## config.mk

```make
export PLATFORM = sky130hd
export DESIGN_NAME = fire_reload_retry_sequencer
export DESIGN_NICKNAME = d
export VERILOG_FILES = /design/src/rtl/core/frrs_pkg.sv /design/src/rtl/core/fire_reload_retry_sequencer.sv
export VERILOG_INCLUDE_DIRS = /design/src /design/src/rtl/core
export SDC_FILE = /design/constraint.sdc
export NUM_CORES = 1
export LEC_CHECK = 0
export BUFFER_PORTS_ARGS = -buffer_cell sky130_fd_sc_hd__clkbuf_2
export CORE_MARGIN = 1
export CORE_UTILIZATION = 30
export CTS_CLUSTER_SIZE = 16
export DETAILED_ROUTE_END_ITERATION = 6
export GPL_TIMING_DRIVEN = 0
export PLACE_DENSITY_LB_ADDON = 0.12
export SLEW_MARGIN = 20
export SYNTH_ARGS = -nofsm -noshare
export SYNTH_HDL_FRONTEND = slang
export SYNTH_SLANG_ARGS = --single-unit
```

## constraint.sdc

```tcl
create_clock -name clk -period 8.6 [get_ports clk]
set_input_delay 0.43 -clock clk [delete_from_list [all_inputs] [get_ports clk]]
set_output_delay 0.43 -clock clk [all_outputs]
set_load 0.005 [all_outputs]
```

## src/rtl/core/fire_reload_retry_sequencer_defines.svh

```systemverilog
// Assertion macros shared by the sequencer RTL.
`ifndef FIRE_RELOAD_RETRY_SEQUENCER_DEFINES_SVH
`define FIRE_RELOAD_RETRY_SEQUENCER_DEFINES_SVH

// Same-cycle implication, checked outside reset.
`define FRRS_ASSERT_IMP(lbl, clk_s, rst_s, ante, cons, msg) \
  lbl: assert property (@(posedge clk_s) disable iff (rst_s) (ante) |-> (cons)) \
    else $error(msg);

// Next-cycle implication, checked outside reset.
`define FRRS_ASSERT_NXT(lbl, clk_s, rst_s, ante, cons, msg) \
  lbl: assert property (@(posedge clk_s) disable iff (rst_s) (ante) |=> (cons)) \
    else $error(msg);

`endif

```

## src/rtl/core/frrs_pkg.sv

```systemverilog
// Package: widths, codes and register indexes of the fire/reload sequencer.
`default_nettype none

package frrs_pkg;

  // field widths
  localparam int PosW    = 24;
  localparam int VelW    = 12;
  localparam int SpdW    = 10;
  localparam int TimerW  = 16;
  localparam int TickW   = 10;
  localparam int AttW    = 4;
  localparam int TolW    = 16;
  localparam int CmdW    = 2;
  localparam int PhaseW  = 2;
  localparam int CfgIdxW = 3;
  localparam int CfgW    = 24;
  localparam int InDataW = 40;
  localparam int OutDataW = 40;

  // phase codes
  localparam logic [PhaseW-1:0] PH_IDLE   = 2'd0;
  localparam logic [PhaseW-1:0] PH_FIRING = 2'd1;
  localparam logic [PhaseW-1:0] PH_RELOAD = 2'd2;

  // move command codes
  localparam logic [CmdW-1:0] CMD_NONE = 2'd0;
  localparam logic [CmdW-1:0] CMD_FIRE = 2'd1;
  localparam logic [CmdW-1:0] CMD_LOAD = 2'd2;

  // request kinds
  localparam logic REQ_TICK  = 1'b0;
  localparam logic REQ_START = 1'b1;

  // register indexes
  localparam logic [CfgIdxW-1:0] REG_FIRE_POS  = 3'd0;
  localparam logic [CfgIdxW-1:0] REG_LOAD_POS  = 3'd1;
  localparam logic [CfgIdxW-1:0] REG_MOVE_SPD  = 3'd2;
  localparam logic [CfgIdxW-1:0] REG_STALL_LIM = 3'd3;
  localparam logic [CfgIdxW-1:0] REG_TICK_MS   = 3'd4;
  localparam logic [CfgIdxW-1:0] REG_ATT_LIM   = 3'd5;
  localparam logic [CfgIdxW-1:0] REG_POS_TOL   = 3'd6;

  // fixed thresholds
  localparam logic signed [PosW+1:0] SHOT_MARGIN = 26'sd25;
  localparam logic signed [VelW-1:0] SLOW_RPM    = 12'sd5;
  localparam logic [AttW-1:0]        ATT_MAX     = 4'd15;
  localparam logic [TimerW-1:0]      TIMER_MAX   = 16'hFFFF;

  // one result beat
  typedef struct packed {
    logic              start_ignored;
    logic [AttW-1:0]   attempts_used;
    logic              shot_done;
    logic [PhaseW-1:0] phase_now;
    logic [PosW-1:0]   move_target;
    logic [CmdW-1:0]   move_command;
  } result_t;

  localparam int ResW = $bits(result_t);

endpackage

`default_nettype wire

```

## src/rtl/core/fire_reload_retry_sequencer.sv

```systemverilog
// Top level: fire/reload/retry actuator sequencer with stream ports.
`default_nettype none
`include "fire_reload_retry_sequencer_defines.svh"

// One result beat per input beat, one input beat per clock while s_tready is
// high. A start request or sensor tick is evaluated in the cycle it is taken
// and its result goes to the output register, or to the skid when stalled. The
// output register is backed by a one-beat skid buffer: the input stays ready
// while a single result waits, and drops ready only when both are full.
// Phase, attempt count, success flag and stall timer update at the accept
// edge, so back-to-back ticks see each other's effects. Move speed is taken
// on the configuration port but carried by no result field.
module fire_reload_retry_sequencer (
  input  wire                         clk,
  input  wire                         rst,
  // configuration write port
  input  wire                         cfg_we,
  input  wire [frrs_pkg::CfgIdxW-1:0] cfg_index,
  input  wire [frrs_pkg::CfgW-1:0]    cfg_data,
  // input stream
  input  wire                         s_tvalid,
  output logic                        s_tready,
  input  wire [frrs_pkg::InDataW-1:0] s_tdata,   // [23:0] arm_position, [35:24] arm_velocity
  input  wire                         s_tuser,   // [0] req_type
  // result stream
  output logic                        m_tvalid,
  input  wire                         m_tready,
  output logic [frrs_pkg::OutDataW-1:0] m_tdata  // [1:0] move_command, [25:2] move_target,
                                                 // [27:26] phase_now, [28] shot_done,
                                                 // [32:29] attempts_used, [33] start_ignored
);
  import frrs_pkg::*;

  // configuration registers
  logic signed [PosW-1:0] fire_position;
  logic signed [PosW-1:0] load_position;
  logic [TimerW-1:0]      stall_limit_ms;
  logic [TickW-1:0]       tick_period_ms;
  logic [AttW-1:0]        attempt_limit;
  logic [TolW-1:0]        reload_window;

  // sequencer state
  logic [PhaseW-1:0] phase, phase_next;
  logic [AttW-1:0]   failed_attempts, failed_attempts_next;
  logic              success_flag, success_flag_next;
  logic [TimerW-1:0] stall_timer, stall_timer_next;

  // output register and skid
  result_t out_reg, skid_reg, res;
  logic    skid_valid;

  // step datapath
  logic                   accept;
  logic signed [PosW-1:0] arm_position;
  logic signed [VelW-1:0] arm_velocity;
  logic signed [PosW+1:0] fire_sum;
  logic signed [PosW+1:0] load_diff;
  logic [PosW+1:0]        load_dist;
  logic                   shot_hit;
  logic                   near_load;
  logic                   arm_slow;
  logic [TimerW:0]        stall_sum;
  logic [TimerW-1:0]      stall_upd;
  logic [AttW-1:0]        att_inc;
  logic                   finish;

  assign arm_position = s_tdata[PosW-1:0];
  assign arm_velocity = s_tdata[PosW+VelW-1:PosW];
  assign s_tready     = !skid_valid;
  assign accept       = s_tvalid && s_tready;

  // configuration writes; move speed has no effect on any result
  always_ff @(posedge clk) begin
    if (rst) begin
      fire_position  <= '0;
      load_position  <= '0;
      stall_limit_ms <= 16'd500;
      tick_period_ms <= 10'd20;
      attempt_limit  <= 4'd3;
      reload_window  <= 16'd10;
    end else if (cfg_we) begin
      case (cfg_index)
        REG_FIRE_POS:  fire_position  <= cfg_data[PosW-1:0];
        REG_LOAD_POS:  load_position  <= cfg_data[PosW-1:0];
        REG_MOVE_SPD:  ;
        REG_STALL_LIM: stall_limit_ms <= cfg_data[TimerW-1:0];
        REG_TICK_MS:   tick_period_ms <= cfg_data[TickW-1:0];
        REG_ATT_LIM:   attempt_limit  <= cfg_data[AttW-1:0];
        REG_POS_TOL:   reload_window  <= cfg_data[TolW-1:0];
        default:       ;
      endcase
    end
  end

  // compares and sums shared by the step
  assign fire_sum  = {{2{fire_position[PosW-1]}}, fire_position} + SHOT_MARGIN;
  assign shot_hit  = $signed({{2{arm_position[PosW-1]}}, arm_position}) <= fire_sum;
  assign load_diff = {{2{arm_position[PosW-1]}}, arm_position}
                   - {{2{load_position[PosW-1]}}, load_position};
  assign load_dist = load_diff[PosW+1] ? (~load_diff + 26'd1) : load_diff;
  assign near_load = load_dist < {{(PosW+2-TolW){1'b0}}, reload_window};
  assign arm_slow  = (arm_velocity < SLOW_RPM) && (arm_velocity > -SLOW_RPM);
  assign stall_sum = {1'b0, stall_timer} + {{(TimerW+1-TickW){1'b0}}, tick_period_ms};
  assign stall_upd = !arm_slow ? '0 :
                     (stall_sum[TimerW] ? TIMER_MAX : stall_sum[TimerW-1:0]);
  assign att_inc   = (failed_attempts == ATT_MAX) ? ATT_MAX : failed_attempts + 4'd1;

  // next state and result for the beat on the input
  always_comb begin
    phase_next           = phase;
    failed_attempts_next = failed_attempts;
    success_flag_next    = success_flag;
    stall_timer_next     = stall_timer;
    finish               = 1'b0;
    res                  = '0;
    res.move_command     = CMD_NONE;
    if (s_tuser == REQ_START) begin
      if (phase == PH_FIRING || phase == PH_RELOAD) begin
        res.start_ignored = 1'b1;
      end else begin
        failed_attempts_next = '0;
        stall_timer_next     = '0;
        success_flag_next    = 1'b0;
        phase_next           = PH_FIRING;
        res.move_command     = CMD_FIRE;
        res.move_target      = fire_position;
      end
    end else begin
      case (phase)
        PH_FIRING: begin
          if (shot_hit) begin
            success_flag_next = 1'b1;
            phase_next        = PH_RELOAD;
            res.move_command  = CMD_LOAD;
            res.move_target   = load_position;
          end else begin
            stall_timer_next = stall_upd;
            if (stall_upd >= stall_limit_ms) begin
              phase_next       = PH_RELOAD;
              res.move_command = CMD_LOAD;
              res.move_target  = load_position;
            end
          end
        end
        PH_RELOAD: begin
          if (near_load) begin
            if (success_flag) begin
              finish = 1'b1;
            end else begin
              failed_attempts_next = att_inc;
              finish               = att_inc >= attempt_limit;
            end
            if (finish) begin
              phase_next           = PH_IDLE;
              failed_attempts_next = '0;
              success_flag_next    = 1'b0;
            end else begin
              phase_next       = PH_FIRING;
              stall_timer_next = '0;
              res.move_command = CMD_FIRE;
              res.move_target  = fire_position;
            end
          end
        end
        default: ;
      endcase
    end
    res.phase_now     = phase_next;
    res.shot_done     = success_flag_next;
    res.attempts_used = failed_attempts_next;
  end

  // state update on each accepted beat
  always_ff @(posedge clk) begin
    if (rst) begin
      phase           <= PH_IDLE;
      failed_attempts <= '0;
      success_flag    <= 1'b0;
      stall_timer     <= '0;
    end else if (accept) begin
      phase           <= phase_next;
      failed_attempts <= failed_attempts_next;
      success_flag    <= success_flag_next;
      stall_timer     <= stall_timer_next;
    end
  end

  // output register with one-beat skid
  always_ff @(posedge clk) begin
    if (rst) begin
      m_tvalid   <= 1'b0;
      skid_valid <= 1'b0;
    end else if (m_tready || !m_tvalid) begin
      if (skid_valid) begin
        m_tvalid   <= 1'b1;
        skid_valid <= 1'b0;
      end else begin
        m_tvalid <= accept;
      end
    end else if (accept) begin
      skid_valid <= 1'b1;
    end
  end

  always_ff @(posedge clk) begin
    if (m_tready || !m_tvalid) begin
      out_reg <= skid_valid ? skid_reg : res;
    end else if (accept) begin
      skid_reg <= res;
    end
  end

  assign m_tdata = {{(OutDataW-ResW){1'b0}}, out_reg};

  // checks
  `FRRS_ASSERT_IMP(a_skid_behind_out, clk, rst, skid_valid, m_tvalid,
                   "skid holds a beat while output register is empty")
  `FRRS_ASSERT_NXT(a_beat_reaches_out, clk, rst,
                   accept && (m_tready || !m_tvalid), m_tvalid,
                   "accepted beat did not reach output register")
  `FRRS_ASSERT_IMP(a_idle_clean, clk, rst, phase == PH_IDLE,
                   failed_attempts == '0 && !success_flag,
                   "idle phase with stale attempt count or success flag")
  `FRRS_ASSERT_IMP(a_success_reload, clk, rst, success_flag, phase == PH_RELOAD,
                   "success flag set outside reloading")

endmodule

`default_nettype wire
```

==> out/metrics.yaml <==
timing:
  report.final.setup_viol: 0
  finalHoldViolations: 0
  worst_slew_margin_rel: 0.363
  grt_setup_unrepaired: "false"
  share_of_the_clock_period_used_by_the_worst_path: 0.785
  max_freq_ghz: 0.148
  layout_setup_ws_ps: 1850
  fin_tns_setup_ps: 0
  worst-slew-pin-transition_ps: 947
  clock_skew_ps: 13.5
  period_minus_slack_ps: 6750
  maxSlewViolCount: 0
clock_tree:
  clk-insertion-delay-late_ps: 460
  cts-hold-fix-buffers: 0
  post_cts_repair_resize_count: 0
  ctsLongestPathBuffers: 2
  tritoncts: "built"
  cts-buffers-inserted: 17
  clk_root_buffer_cell: "clkbuf_16"
  htree_num_levels: 4
  cts.clk_slew.worst_paths_ps: 70
  postCtsSetupBuffers: 0
  num_clock_sinks: 187
routing:
  routed_wl_um: 41000
  route.vias.total: 11400
  wl_met3_um: 1710
  via_per_inst: 5.20
  remaining_drc_errors: 1
  route.met2.wl_um: 18900
  top_layer: "met4"
  ant_nets: 0
  firstDrtPassIters: 7
  met1Wirelength_um: 19700
  wire_per_inst_um: 18.6
  detailedRoute.firstIterationViolations: 785
yosys:
  ys_seq_area_frac: 0.352
  synth_cells: 1528
  yosysTopAreaCell: "dfxtp_1"
  ys_top_cells_by_count: "nand2_1 (254), a21oi_1 (151), dfxtp_1 (119), nor2_1 (117), ha_1 (100)"
  edff_count_synth: 68
  syn-cell-area_um2: 12600
  yosysTopAreaCellShare: 0.189
  top_count_cell_post_synth: "nand2_1"
  most_instantiated_flip_flop_cell_in_the_synthesis_netlist: "dfxtp_1"
  total_of_flip_flops_plus_latches_after_synthesis: 187
  postSynth.asyncResetShare: 0
  synth-warning-count: 0
  netlist_cell_types: 86
  synthTopCellsByArea: "dfxtp_1 (19%), edfxtp_1 (16%), ha_1 (9.9%)"
  synthesized_area_divided_by_synthesized_cell_count_um2: 8.24
final_layout:
  area_growth_syn_to_layout_pct: 14.5
  drive_above_1_share: 0.115
  seqCellArea_um2: 4420
  finish.net_count: 1831
  n_fill_cell: 4441
  area_used_by_multi_input_combinational_logic_um2: 7470
  layout.core_utilization: 0.351
hold_path:
  whs_endpoint: "fire_position[18]"
  hp-class: "input port to flip-flop"
  min_from: "cfg_data[18]"
  timing.hold.worst_path_depth: 3
die:
  fp.coreArea_um2: 41100
  fp.dieArea_um2: 42800
  floorplan.initialDensity: 0.306
  dieHeight_um: 207
  std_cell_rows: 74
  die_x_um: 207
  io_pins: 115
outcome:
  failing_checks: "DRC"
  status: "complete, but fails checks"
critical_path:
  critical_path.endpoint_type: "flip-flop"
  cell_type_group_with_the_largest_total_delay_on_the_critical_path: "compound AO/OA/AOI/OAI gates"
  rr_worst_depth: 27
  critPathSlowestCell: "o21ai_1"
  delay_of_the_slowest_cell_on_the_worst_path_ps: 400
  reg2reg_to: "m_tdata[13]"
  cp_data_arrival_time_ps: 7020
  path_class: "flip-flop to flip-flop"
  r2r_slack_ps: 1850
  timing.critical_path.fanout_max: 10
  worstPathBufferInverterCount: 5
  setup.worst_path.start_class: "flip-flop"
  critical_path_required_ps: 8860
  r2r_start: "load_position[5]"
global_route:
  grt_antenna_before_repair: 1
  grt_pass1_vias: 10600
  global_route.usage.total: 0.192
  grt_first_pass_wirelength_um: 61500
  grt_max_degree: 23
  globalRoute.totalOverflow: 0
power:
  p_leak_nw: 5.44
  power.total_mw: 2.24
  power.density_nw_per_um2: 156
  irDropWorstVdd_mv: 0.137
place:
  port-buffer-count: 102
  placement.setup.worst_slack_ps: 1870
  gpl.final_weighted_congestion: 0.855
  detailedPlacementHpwl_um: 32500
flow_run:
  cap_viol_max_count: 0
per-stage QoR:
step / std cells / hold slack, ps / cell area [um2]
global route: 2201 / 212 / 14400
floorplan: 1533 / 434 / 12600
CTS: 2201 / 196 / 14400
global placement: 2167 / 446 / 13800
detailed placement: 2169 / 450 / 13800
finish: 2202 / 214 / 14400
kinds of logic after synthesis:
| group | Yosys count | share of synthesized area |
|---|---|---|
| mux | 9 | 0.00775 |
| fa+ha+maj | 102 | 0.103 |
| xor+xnor | 58 | 0.0404 |
| buf+inv | 178 | 0.0573 |
| compound gates | 437 | 0.238 |
| simple gates | 556 | 0.203 |
| flops | 187 | 0.352 |
| other cells | 1 | 0.000298 |
routing by layer:
layer  GRT usage  up-vias
li1            -     5731
met1       0.265     5432
met2       0.314      245
met3      0.0290       36
met4      0.0441        0
met5           0        -
area by class of cell:
cell class                 instances  area share
clock buffer                      19      0.0314
multi-input combinational       1168       0.519
antenna                            1    0.000174
clock inverter                    13     0.00790
tap                              532      0.0462
inverter                          88      0.0229
sequential                       187       0.307
timing repair buffer             104      0.0387
buffer                            90      0.0271
worst max path at each step:
stage / startpoint / to / cells after the start
CTS: load_position[5] / m_tdata[13] / 27
detailed placement: s_tdata[0] / m_tdata[13] / 28
finish: load_position[5] / m_tdata[13] / 27
global placement: s_tdata[0] / m_tdata[13] / 28
floorplan: s_tdata[0] / skid_reg[7] / 27
global route: load_position[5] / skid_reg[20] / 27
layout by cell type, fill, tap and decap left out, types with 24 or more instances in the layout:
cell / instances
a22o_1: 38
clkbuf_1: 65
nand2_1: 254
o21ai_0: 73
inv_1: 89
nand3_1: 30
a2bb2oi_1: 25
dfxtp_1: 119
nand4_1: 24
nor3_1: 28
xnor2_1: 36
nor2_1: 116
edfxtp_1: 68
a21oi_1: 151
ha_1: 100
clkbuf_2: 103
worst reg2reg max path: cells and delay by family, from the launching register on:
| family | cells | cell delay (ps) |
|---|---|---|
| compound gates | 13 | 3150 |
| xor+xnor | 1 | 230 |
| fa+ha+maj | 2 | 570 |
| buf+inv | 5 | 1380 |
| flops | 1 | 380 |
| simple gates | 6 | 860 |
power by group:
group / internal (mW) / total, mW / switching [mW]
Clock: 0.417 / 0.796 / 0.379
Combinational: 0.184 / 0.484 / 0.301
Sequential: 0.946 / 0.963 / 0.0170
(Power assumes the default switching activity.)
